`config.mk`:
```
export PLATFORM = sky130hd
export DESIGN_NAME = base64_codec_unit
export DESIGN_NICKNAME = d
export VERILOG_FILES = /design/src/rtl/b64_pkg.sv /design/src/rtl/b64_core.sv /design/src/rtl/b64_ser.sv /design/src/rtl/base64_codec_unit.sv
export SDC_FILE = /design/constraint.sdc
export NUM_CORES = 1
export LEC_CHECK = 0
export ABC_AREA = 0
export BUFFER_PORTS_ARGS = -buffer_cell sky130_fd_sc_hd__buf_2
export CAP_MARGIN = 20
export CORE_ASPECT_RATIO = 0.7
export CORE_MARGIN = 2
export CORE_UTILIZATION = 57
export CTS_CLUSTER_DIAMETER = 40
export DETAILED_ROUTE_END_ITERATION = 10
export PLACE_DENSITY = 0.78
export SYNTH_ARGS = -nofsm -noshare
export SYNTH_HDL_FRONTEND = slang
export SYNTH_SLANG_ARGS = --single-unit
```
`constraint.sdc`:
```
create_clock -name i_clk -period 4.7 [get_ports i_clk]
set_clock_uncertainty 0.15 [all_clocks]
set_input_delay 0.705 -clock i_clk [delete_from_list [all_inputs] [get_ports i_clk]]
set_output_delay 0.705 -clock i_clk [all_outputs]
set_load 0.1 [all_outputs]
```
`src/rtl/b64_pkg.sv`:
```
// Shared types, constants and character functions of the base64 codec.
// Depends on nothing; every other file takes its names from here by scope.
`default_nettype none

package b64_pkg;

    localparam logic       MODE_ENCODE = 1'b0;
    localparam logic       MODE_DECODE = 1'b1;
    localparam logic [7:0] PAD_CHAR    = 8'h3D;
    localparam int         GROUP_MAX   = 4;

    typedef enum logic [1:0] {
        ST_OK       = 2'd0,
        ST_BAD_CHAR = 2'd1,
        ST_BAD_LEN  = 2'd2
    } t_status;

    typedef struct packed {
        logic [7:0] in_byte;
        logic       in_last;
    } t_in_item;

    typedef struct packed {
        logic [7:0] out_byte;
        logic       out_last;
        t_status    status;
    } t_out_item;

    // Results of one input item, handed to the serializer as a unit.
    typedef struct packed {
        logic [GROUP_MAX-1:0][7:0] data;
        logic [2:0]                count;
        logic                      last;
        t_status                   status;
    } t_group;

    function automatic logic [7:0] enc_char(input logic [5:0] s);
        logic [7:0] c;
        if (s < 6'd26) begin
            c = 8'h41 + {2'b00, s};
        end else if (s < 6'd52) begin
            c = 8'h61 + {2'b00, s} - 8'd26;
        end else if (s < 6'd62) begin
            c = 8'h30 + {2'b00, s} - 8'd52;
        end else if (s == 6'd62) begin
            c = 8'h2B;
        end else begin
            c = 8'h2F;
        end
        return c;
    endfunction

    // Returns {valid, sextet}; a code outside the alphabet gives sextet zero.
    function automatic logic [6:0] dec_char(input logic [7:0] c);
        logic [6:0] r;
        if (c inside {[8'h41:8'h5A]}) begin
            r = {1'b1, 6'(c - 8'h41)};
        end else if (c inside {[8'h61:8'h7A]}) begin
            r = {1'b1, 6'(c - 8'h61 + 8'd26)};
        end else if (c inside {[8'h30:8'h39]}) begin
            r = {1'b1, 6'(c - 8'h30 + 8'd52)};
        end else if (c == 8'h2B) begin
            r = {1'b1, 6'd62};
        end else if (c == 8'h2F) begin
            r = {1'b1, 6'd63};
        end else begin
            r = 7'd0;
        end
        return r;
    endfunction

endpackage

`default_nettype wire

```
`src/rtl/b64_core.sv`:
```
// Input register, stream state and the per-item encode/decode logic.
// Uses b64_pkg; feeds result groups to b64_ser.
`default_nettype none

module b64_core (
    input  wire              i_clk,
    input  wire              i_rst_n,
    input  wire              i_cfg_we,
    input  wire              i_cfg_wdata,
    input  wire              i_in_valid,
    output logic             o_in_ready,
    input  wire b64_pkg::t_in_item i_in_item,
    output logic             o_grp_valid,
    input  wire              i_grp_ready,
    output b64_pkg::t_group  o_grp,
    output logic             o_mode
);

    logic              r_mode;
    logic              r_in_vld;
    b64_pkg::t_in_item r_in;
    logic [23:0]       r_accum, n_accum;
    logic [1:0]        r_count, n_count;
    logic [1:0]        r_pad,   n_pad;
    logic              r_bad,   n_bad;

    b64_pkg::t_group   grp;
    logic              consume;

    logic [1:0]  gc;
    logic [2:0]  en_n;
    logic [23:0] en_acc, en_triple;
    logic [6:0]  dc;
    logic        is_pad;
    logic [5:0]  sx;
    logic [23:0] de_acc;
    logic [2:0]  nbytes;

    always_comb begin
        gc        = (r_count > 2'd2) ? 2'd0 : r_count;
        en_acc    = {r_accum[15:0], r_in.in_byte};
        en_n      = {1'b0, gc} + 3'd1;
        dc        = b64_pkg::dec_char(r_in.in_byte);
        is_pad    = (r_in.in_byte == b64_pkg::PAD_CHAR);
        sx        = is_pad ? 6'd0 : dc[5:0];
        de_acc    = {r_accum[17:0], sx};
        en_triple = en_acc;
        nbytes    = 3'd3;

        n_accum = r_accum;
        n_count = r_count;
        n_pad   = r_pad;
        n_bad   = r_bad;

        grp        = '0;
        grp.status = b64_pkg::ST_OK;

        if (r_mode == b64_pkg::MODE_ENCODE) begin
            case (en_n)
                3'd1:    en_triple = {en_acc[7:0], 16'd0};
                3'd2:    en_triple = {en_acc[15:0], 8'd0};
                default: en_triple = en_acc;
            endcase
            n_accum = en_acc;
            n_count = en_n[1:0];
            if (en_n == 3'd3 || r_in.in_last) begin
                for (int i = 0; i < b64_pkg::GROUP_MAX; i++) begin
                    if (i <= int'(en_n)) begin
                        grp.data[i] = b64_pkg::enc_char(en_triple[18-6*i +: 6]);
                    end else begin
                        grp.data[i] = b64_pkg::PAD_CHAR;
                    end
                end
                grp.count = 3'd4;
                grp.last  = r_in.in_last;
                n_accum   = '0;
                n_count   = '0;
                if (r_in.in_last) begin
                    n_pad = '0;
                    n_bad = 1'b0;
                end
            end
        end else begin
            if (is_pad) begin
                if (r_count == 2'd2) n_pad[0] = 1'b1;
                if (r_count == 2'd3) n_pad[1] = 1'b1;
            end else if (!dc[6]) begin
                n_bad = 1'b1;
            end
            n_accum = de_acc;
            if (r_count != 2'd3) begin
                n_count = r_count + 2'd1;
                if (r_in.in_last) begin
                    grp.count  = 3'd1;
                    grp.last   = 1'b1;
                    grp.status = b64_pkg::ST_BAD_LEN;
                    n_accum = '0;
                    n_count = '0;
                    n_pad   = '0;
                    n_bad   = 1'b0;
                end
            end else begin
                if (r_in.in_last) begin
                    nbytes = 3'd3 - {2'b00, n_pad[1]} - {2'b00, n_pad[0]};
                end
                grp.data[0] = de_acc[23:16];
                grp.data[1] = de_acc[15:8];
                grp.data[2] = de_acc[7:0];
                grp.count   = nbytes;
                grp.last    = r_in.in_last;
                if (r_in.in_last && n_bad) begin
                    grp.status = b64_pkg::ST_BAD_CHAR;
                end
                n_accum = '0;
                n_count = '0;
                n_pad   = '0;
                if (r_in.in_last) begin
                    n_bad = 1'b0;
                end
            end
        end
    end

    // A group with no results leaves the input register without waiting.
    assign consume     = r_in_vld && ((grp.count == 3'd0) || i_grp_ready);
    assign o_grp_valid = r_in_vld && (grp.count != 3'd0);
    assign o_grp       = grp;
    assign o_in_ready  = !r_in_vld || consume;
    assign o_mode      = r_mode;

    always_ff @(posedge i_clk) begin
        if (!i_rst_n) begin
            r_mode   <= b64_pkg::MODE_ENCODE;
            r_in_vld <= 1'b0;
            r_accum  <= '0;
            r_count  <= '0;
            r_pad    <= '0;
            r_bad    <= 1'b0;
        end else begin
            if (i_cfg_we) begin
                r_mode  <= i_cfg_wdata;
                r_accum <= '0;
                r_count <= '0;
                r_pad   <= '0;
                r_bad   <= 1'b0;
            end else if (consume) begin
                r_accum <= n_accum;
                r_count <= n_count;
                r_pad   <= n_pad;
                r_bad   <= n_bad;
            end
            if (i_in_valid && o_in_ready) begin
                r_in_vld <= 1'b1;
            end else if (consume) begin
                r_in_vld <= 1'b0;
            end
        end
    end

    always_ff @(posedge i_clk) begin
        if (i_in_valid && o_in_ready) begin
            r_in <= i_in_item;
        end
    end

endmodule

`default_nettype wire

```
`src/rtl/b64_ser.sv`:
```
// Result buffer that holds one group and sends its items one per cycle while i_out_ready is high.
// Uses b64_pkg; takes groups from b64_core.
`default_nettype none

module b64_ser (
    input  wire               i_clk,
    input  wire               i_rst_n,
    input  wire               i_grp_valid,
    output logic              o_grp_ready,
    input  wire b64_pkg::t_group i_grp,
    output logic              o_out_valid,
    input  wire               i_out_ready,
    output b64_pkg::t_out_item o_out_item
);

    b64_pkg::t_group r_grp;
    logic [2:0]      r_rem;
    logic [1:0]      r_idx;
    logic            fin;

    // The buffer takes a new group when empty or as its final item leaves.
    assign o_grp_ready = (r_rem == 3'd0) || ((r_rem == 3'd1) && i_out_ready);
    assign o_out_valid = (r_rem != 3'd0);
    assign fin         = (r_rem == 3'd1) && r_grp.last;

    always_comb begin
        o_out_item.out_byte = r_grp.data[r_idx];
        o_out_item.out_last = fin;
        o_out_item.status   = fin ? r_grp.status : b64_pkg::ST_OK;
    end

    always_ff @(posedge i_clk) begin
        if (!i_rst_n) begin
            r_rem <= '0;
            r_idx <= '0;
        end else if (i_grp_valid && o_grp_ready) begin
            r_rem <= i_grp.count;
            r_idx <= '0;
        end else if (o_out_valid && i_out_ready) begin
            r_rem <= r_rem - 3'd1;
            r_idx <= r_idx + 2'd1;
        end
    end

    always_ff @(posedge i_clk) begin
        if (i_grp_valid && o_grp_ready) begin
            r_grp <= i_grp;
        end
    end

endmodule

`default_nettype wire

```
`src/rtl/base64_codec_unit.sv`:
```
// Top level of the streaming base64 codec: input stage and result serializer.
// Uses b64_pkg, b64_core and b64_ser.
//
//  channel | direction | handshake                 | payload
//  --------+-----------+---------------------------+--------------------------
//  input   | in        | i_in_valid / o_in_ready   | i_in_item  (t_in_item)
//  result  | out       | o_out_valid / i_out_ready | o_out_item (t_out_item)
//  config  | in        | i_cfg_we, no wait         | i_cfg_wdata (mode)
//
// An item is registered on acceptance; its results pass from the input register
// through the serializer register before they leave the result port.
// The single result port sends one item per cycle while i_out_ready is high;
// encoding emits four characters per three input bytes, decoding up to three bytes per four.
// Reset clears mode to encode and all stream state; no clearing pass is needed.
// A stalled result port holds one group in the serializer and one in the input
// register before the input side stalls.
`default_nettype none

module base64_codec_unit (
    input  wire                i_clk,
    input  wire                i_rst_n,
    input  wire                i_cfg_we,
    input  wire                i_cfg_wdata,
    input  wire                i_in_valid,
    output logic               o_in_ready,
    input  wire b64_pkg::t_in_item i_in_item,
    output logic               o_out_valid,
    input  wire                i_out_ready,
    output b64_pkg::t_out_item o_out_item
);

    logic            grp_valid;
    logic            grp_ready;
    b64_pkg::t_group grp;
    logic            mode;

    b64_core u_core (
        .i_clk       (i_clk),
        .i_rst_n     (i_rst_n),
        .i_cfg_we    (i_cfg_we),
        .i_cfg_wdata (i_cfg_wdata),
        .i_in_valid  (i_in_valid),
        .o_in_ready  (o_in_ready),
        .i_in_item   (i_in_item),
        .o_grp_valid (grp_valid),
        .i_grp_ready (grp_ready),
        .o_grp       (grp),
        .o_mode      (mode)
    );

    b64_ser u_ser (
        .i_clk       (i_clk),
        .i_rst_n     (i_rst_n),
        .i_grp_valid (grp_valid),
        .o_grp_ready (grp_ready),
        .i_grp       (grp),
        .o_out_valid (o_out_valid),
        .i_out_ready (i_out_ready),
        .o_out_item  (o_out_item)
    );

    // An error status only ever rides on the final item of a stream.
    a_status_on_last: assert property (@(posedge i_clk) disable iff (!i_rst_n)
        (o_out_valid && o_out_item.status != b64_pkg::ST_OK) |-> o_out_item.out_last)
        else $error("error status on an item that is not the last");

    // Encoding never reports an error.
    a_encode_ok: assert property (@(posedge i_clk) disable iff (!i_rst_n)
        (o_out_valid && mode == b64_pkg::MODE_ENCODE) |-> o_out_item.status == b64_pkg::ST_OK)
        else $error("error status in encode mode");

    // A bad length result carries a zero byte.
    a_bad_len_zero: assert property (@(posedge i_clk) disable iff (!i_rst_n)
        (o_out_valid && o_out_item.status == b64_pkg::ST_BAD_LEN) |-> o_out_item.out_byte == 8'd0)
        else $error("bad length result with nonzero byte");

endmodule

`default_nettype wire
```
==> run_results.csv, run 1 <==
group,metric,value,unit
global_routing,grt_overflow,0,
routing,routed_wl,18000,um
finish,final_cell_area,6690,um^2
status,status,"finished clean",
critical_path,cp-end-kind,"output pin",
yosys,async_reset_ff_frac,0,
timing,rsz0062_at_grt,"no",
routing,drc,0,
clock_network,cts.clk_slew.worst_paths,70,ps
die,die-area,11800,um^2
die,dieHeight,91.6,um
yosys,ys_ff_latch,74,
critical_path,path_buf_inv,3,
yosys,synth.most_common_cell,"nand2_1",
critical_path,worstPathMaxFanout,12,
power_and_ir_drop,irDropWorstVdd,0.216,mV
routing,vias,5660,
power_and_ir_drop,pwr-share-seq,0.345,
die,die-width,129,um
global_routing,grt_pass1_vias,5205,
power_and_ir_drop,leakagePower,2.60,nW
critical_path,cp-start-kind,"flip-flop",
power_and_ir_drop,intPower,1.44,mW
clock_network,htreeDepth,3,
clock_network,clk_path_buf_depth,2,
critical_path,cp_slowest_stage_delay,670,ps
critical_path,slowest_stage,"edfxtp_1",
critical_path,crit_path_start,"u_core.en_acc[1]",
yosys,ys_seq_area_frac,0.308,
die,start_util,0.594,
hold_path,hp-start,"u_core.r_pad[1]",
routing,drt_iter0_drc,989,
yosys,syn-instance-count,698,
critical_path,crit_chain,"inv_1, ha_1, and3_1, a21o_1, ha_1, and4_1, o21a_1, nand2b_1, nor2_1, inv_1, buf_2",
yosys,ys.flop_type,"edfxtp_1",
clock_network,postCtsSetupBuffers,0,
critical_path,critical-path-top-delay-family,"buffers and inverters",
finish,nets,756,
timing,fmax,235,MHz
power_and_ir_drop,combPwrFrac,0.358,
critical_path,critical_path_class,"flip-flop to output pin",
clock_network,clock_latency,350,ps
routing,vias_per_cell,6.67,
global_routing,antenna_found_initial,0,
timing,final_hold_viol_count,0,
critical_path,r2r-start,"u_core.r_count[0]",
clock_network,clkSinkCount,74,
timing,slew_violations,0,
yosys,ys_types,87,
power_and_ir_drop,power.clock.fraction,0.296,
timing,setup_viol,0,
critical_path,cp_data_required_time,3850,ps
yosys,ys_warn_count,0,
yosys,synth_fp_nets,759,
timing,setup_tns,0,ps
clock_network,cts_hold_buffers,0,
yosys,syn_area,6240,um^2
critical_path,critical_path_arrival,3400,ps
routing,post_drt_wl_per_cell,21.2,um
placed_design,gp_congestion,0.941,
placed_design,place_area,6380,um^2
job,cap_violations,0,
yosys,synth_common_cells,"nand2_1 (67), nor2_1 (48), ha_1 (46)",
timing,relSlewSlack,0.307,
global_routing,grt_pass1_wl,28600,um
die,rows,31,
global_routing,grt_max_degree,43,
placed_design,portBuffers,27,
timing,fin_crit_sh,0.906,
yosys,ys_top_cells_by_area,"edfxtp_1 (21%), dfxtp_1 (9.6%), ha_1 (9.2%)",
power_and_ir_drop,p_per_area,366,nW/um^2
power_and_ir_drop,swShare,0.412,
clock_network,cts_tree,"yes",
die,core_area,10500,um^2
finish,layout-drive-gt1-share,0.154,
timing,worst_slew_pin_slew,1040,ps
hold_path,min_path_type,"flip-flop to flip-flop",
finish,area_growth,7.07,%
finish,antenna_cells,0,
clock_network,ctsResizeCount,0,
yosys,yosysTopAreaCell,"edfxtp_1",
timing,post-route-min-period,4260,ps
placed_design,dpl.hpwl,13000,um
routing,drtPass1Iterations,6,
clock_network,numCtsBuffers,9,
yosys,syn_area_per_cell,8.95,um^2
die,boundaryPins,28,
clock_network,clock-root-buffer,"clkbuf_16",
routing,ant_nets,0,
power_and_ir_drop,p_sw,1.01,mW
global_routing,global_route.usage.total,0.315,
yosys,synth_top_area_share,0.212,
yosys,synth_edf_count,44,
==> final timing paths <==
check	depth (start not counted)	slack [ps]	endpoint
min	1	330	u_core.r_pad[1]
min reg2reg	1	330	u_core.r_pad[1]
max reg2reg	8	730	u_ser.r_grp[31]
max	11	440	o_in_ready
==> layer usage <==
layer  GRT usage  wire length (um)
met1       0.466              7920
met2       0.440              7490
met3       0.112              2310
met4      0.0571               257
met5           0                 0
==> cell type report <==
| cell class | count | area (um^2) |
|---|---|---|
| timing repair buffer | 36 | 203 |
| sequential | 74 | 1920 |
| multi-input combinational | 534 | 3920 |
| clock buffer | 9 | 225 |
| fill | 876 | 3820 |
| inverter | 40 | 150 |
| tap | 148 | 185 |
| clock inverter | 7 | 85.1 |
==> cell usage in the layout (no fill, tap or decap), types with 10 or more instances in the layout <==
master / n
nor3_1: 12
nor2_1: 48
nand3_1: 20
ha_1: 45
buf_2: 27
nand2b_1: 11
edfxtp_1: 44
nor2b_1: 14
a211oi_1: 16
xnor2_1: 17
inv_1: 32
nand2_1: 67
a21oi_1: 36
o21ai_1: 19
dfxtp_1: 30
o21ai_0: 21
a22oi_1: 15
o211ai_1: 10
==> metrics by stage <==
| stage | worst slack, ps | hold slack, ps | instances | total power, mW | util |
|---|---|---|---|---|---|
| CTS | 529 | 330 | 848 | 2.43 | 0.636 |
| detailed placement | 844 | 321 | 832 | 1.72 | 0.607 |
| finish | 443 | 327 | 848 | 2.45 | 0.636 |
| global placement | 978 | 319 | 832 | 1.70 | 0.607 |
| floorplan | 141 | 308 | 698 | 1.55 | - |
| global route | 243 | 349 | 848 | 2.54 | 0.636 |
==> logic make-up after synthesis <==
group	after synthesis	share of synthesized area
fa+ha+maj	46	0.0922
xor+xnor	25	0.0351
flops	74	0.308
mux	16	0.0419
compound gates	222	0.268
buf+inv	90	0.0673
simple gates	225	0.188
==> state kept, by name (all words and copies together), names as in the netlist <==
signal / count
u_core.en_acc: 8
u_core.r_bad: 1
u_core.r_pad: 2
u_core.r_in_vld: 1
u_core.o_mode: 1
u_ser.r_rem: 3
u_core.r_accum: 18
u_ser.r_idx: 2
u_core.r_count: 2
u_core.r_in: 1
u_ser.r_grp: 35
==> power groups by stage <==
stage          registers, mW  clock network, mW  logic (mW)
2_1_floorplan          0.799                  0       0.748
3_3_place_gp           0.854                  0       0.844
3_5_place_dp           0.857                  0       0.861
4_1_cts                0.843              0.724       0.864
5_1_grt                0.854              0.756       0.935
6_report               0.845              0.725       0.876
Note: power is estimated with default switching activity, not from simulation.
==> run 2: changes to the inputs <==
--- a/config.mk
+++ b/config.mk
@@ -13,7 +13,7 @@
 export CORE_UTILIZATION = 57
 export CTS_CLUSTER_DIAMETER = 40
 export DETAILED_ROUTE_END_ITERATION = 10
-export PLACE_DENSITY = 0.78
+export PLACE_DENSITY = 0.83
 export SYNTH_ARGS = -nofsm -noshare
 export SYNTH_HDL_FRONTEND = slang
 export SYNTH_SLANG_ARGS = --single-unit
==> run 2 against run 1 <==
Critical path depth unchanged. Hold slack better by 19 ps. Global-route usage about the same. Power up 0.15%. Sequential share of layout area down 0.075 points. Sequential power about the same. Routed wire length up 1.2%. Critical endpoint unchanged. First-iteration DRC count down 2.9%. Combinational power up 1%. Largest power group unchanged. Via count up 1.0%.
==> run_results.csv, run 2 (synthesis gave the netlist of run 1 again) <==
group,metric,value,unit
status,status,"finished clean",
routing,drc,0,
timing,setup_viol,0,
timing,slew_violations,0,
die,dieHeight,91.6,um
clock_network,cts_hold_buffers,0,
timing,relSlewSlack,0.274,
power_and_ir_drop,leakagePower,2.60,nW
routing,drtPass1Iterations,6,
power_and_ir_drop,p_per_area,365,nW/um^2
finish,area_growth,7.35,%
die,rows,31,
timing,rsz0062_at_grt,"no",
power_and_ir_drop,power,2.45,mW
routing,post_drt_wl_per_cell,21.4,um
global_routing,global_route.usage.total,0.315,
clock_network,clock_latency,340,ps
finish,final_common_cell,"nand2_1",
finish,fin_util,0.638,
placed_design,dpl.hpwl,12900,um
global_routing,grt_overflow,0,
finish,top_register,"u_ser.r_grp",
timing,post-route-min-period,4130,ps
hold_path,hp-start,"u_core.r_pad[1]",
clock_network,clock-root-buffer,"clkbuf_16",
global_routing,grt_pass1_wl,28500,um
die,die-width,129,um
timing,fmax,242,MHz
placed_design,dp_cells,833,
critical_path,r2r-start,"u_core.r_count[0]",
routing,vias_per_cell,6.73,
power_and_ir_drop,irDropWorstVdd,0.271,mV
hold_path,whs_path_depth,1,
finish,final_cell_mix,"nand2_1 (67), nor2_1 (48), ha_1 (45)",
critical_path,reg2reg_to,"u_ser.r_grp[25]",
die,start_util,0.594,
critical_path,cp-end-kind,"output pin",
job,cap_violations,0,
clock_network,ctsResizeCount,0,
placed_design,portBuffers,27,
finish,regArea,1920,um^2
critical_path,critical_path_class,"flip-flop to output pin",
clock_network,postCtsSetupBuffers,0,
die,boundaryPins,28,
routing,routed_wl,18200,um
hold_path,hold_path_end,"u_core.r_pad[1]",
placed_design,gp_congestion,0.980,
finish,layout-drive-gt1-share,0.155,
finish,largest_reg_flops,35,
finish,fillers,863,
clock_network,cts.clk_slew.worst_paths,60,ps
clock_network,cts_tree,"yes",
critical_path,cp_slowest_stage_delay,610,ps
clock_network,clk_path_buf_depth,2,
clock_network,clkSinkCount,74,
hold_path,min_path_type,"flip-flop to flip-flop",
finish,nets,757,
critical_path,crit_chain,"inv_1, ha_1, and3_1, a21o_1, ha_1, and4_1, o21a_1, nand2b_1, nor2_1, inv_1, buf_2",
critical_path,worstPathMaxFanout,12,
critical_path,cp-start-kind,"flip-flop",
critical_path,slowest_stage,"edfxtp_1",
routing,ant_nets,0,
finish,final_cells,849,
clock_network,numCtsBuffers,9,
critical_path,worstRegToRegCells,13,
routing,vias,5718,
timing,setup_tns,0,ps
critical_path,critical_path_arrival,3280,ps
global_routing,antenna_found_initial,0,
routing,drt_iter0_drc,960,
timing,worst_slew_pin_slew,1090,ps
die,die-area,11800,um^2
timing,final_hold_viol_count,0,
timing,fin_crit_sh,0.879,
clock_network,htreeDepth,3,
critical_path,cp_data_required_time,3850,ps
die,core_area,10500,um^2
finish,antenna_cells,0,
global_routing,grt_pass1_vias,5218,
critical_path,r2r_setup_slack,840,ps
finish,multi_input_area,3920,um^2
global_routing,grt_max_degree,36,
## run 2: cell count changes in the layout (fill, tap and decap cells not counted)
cell        delta
clkinvlp_4     +2
clkinv_4       -3
inv_6          +1
buf_12         +1
## run 2: worst max-delay path by stage
stage / startpoint / to / depth (start not counted)
floorplan: u_core.r_count[0] / u_ser.r_rem[0] / 15
global placement: u_core.r_count[0] / u_ser.r_grp[34] / 9
detailed placement: u_core.r_count[0] / u_ser.r_grp[34] / 9
CTS: u_core.en_acc[1] / o_in_ready / 11
global route: u_core.en_acc[1] / o_in_ready / 11
finish: u_core.en_acc[1] / o_in_ready / 11
## run 2: where the power goes
part	leakage (nW)	total, mW	internal (mW)	switching (mW)
registers	0.657	0.842	0.760	0.0816
clock network	0.145	0.723	0.421	0.303
logic	1.80	0.885	0.260	0.625
total	2.60	2.45	1.44	1.01
## run 2: critical path, delay by kind of cell (launching register included)
kind                       cells  cell delay, ps
DFF                            1             610
and+or+nand+nor                4             770
adders and majority gates      2             580
buffers and inverters          3             560
AOI/OAI and AO/OA              2             410
## run 2: layer usage
metal  global-route usage  vias up  part of all wire
met5                    0        -                 0
met4               0.0888        0             0.023
met3                0.105       55              0.14
met2                0.448      407              0.42
met1                0.452     2665              0.41
li1                     -     2591                 -
## run 2: area by class of cell
| type | instances | area share |
|---|---|---|
| Clock inverter | 7 | 0.0123 |
| Tap cell | 148 | 0.0276 |
| Inverter | 40 | 0.0224 |
| Sequential cell | 74 | 0.287 |
| Clock buffer | 9 | 0.0336 |
| Timing Repair Buffer | 37 | 0.0332 |
| Multi-Input combinational cell | 534 | 0.584 |
## run 2: through the flow
| stage | worst slack (ps) | instance area, um^2 | hold slack [ps] |
|---|---|---|---|
| CTS | 606 | 6700 | 345 |
| global route | 401 | 6700 | 363 |
| detailed placement | 973 | 6400 | 337 |
| global placement | 1030 | 6400 | 323 |
| floorplan | 141 | 6240 | 308 |
| finish | 569 | 6700 | 346 |
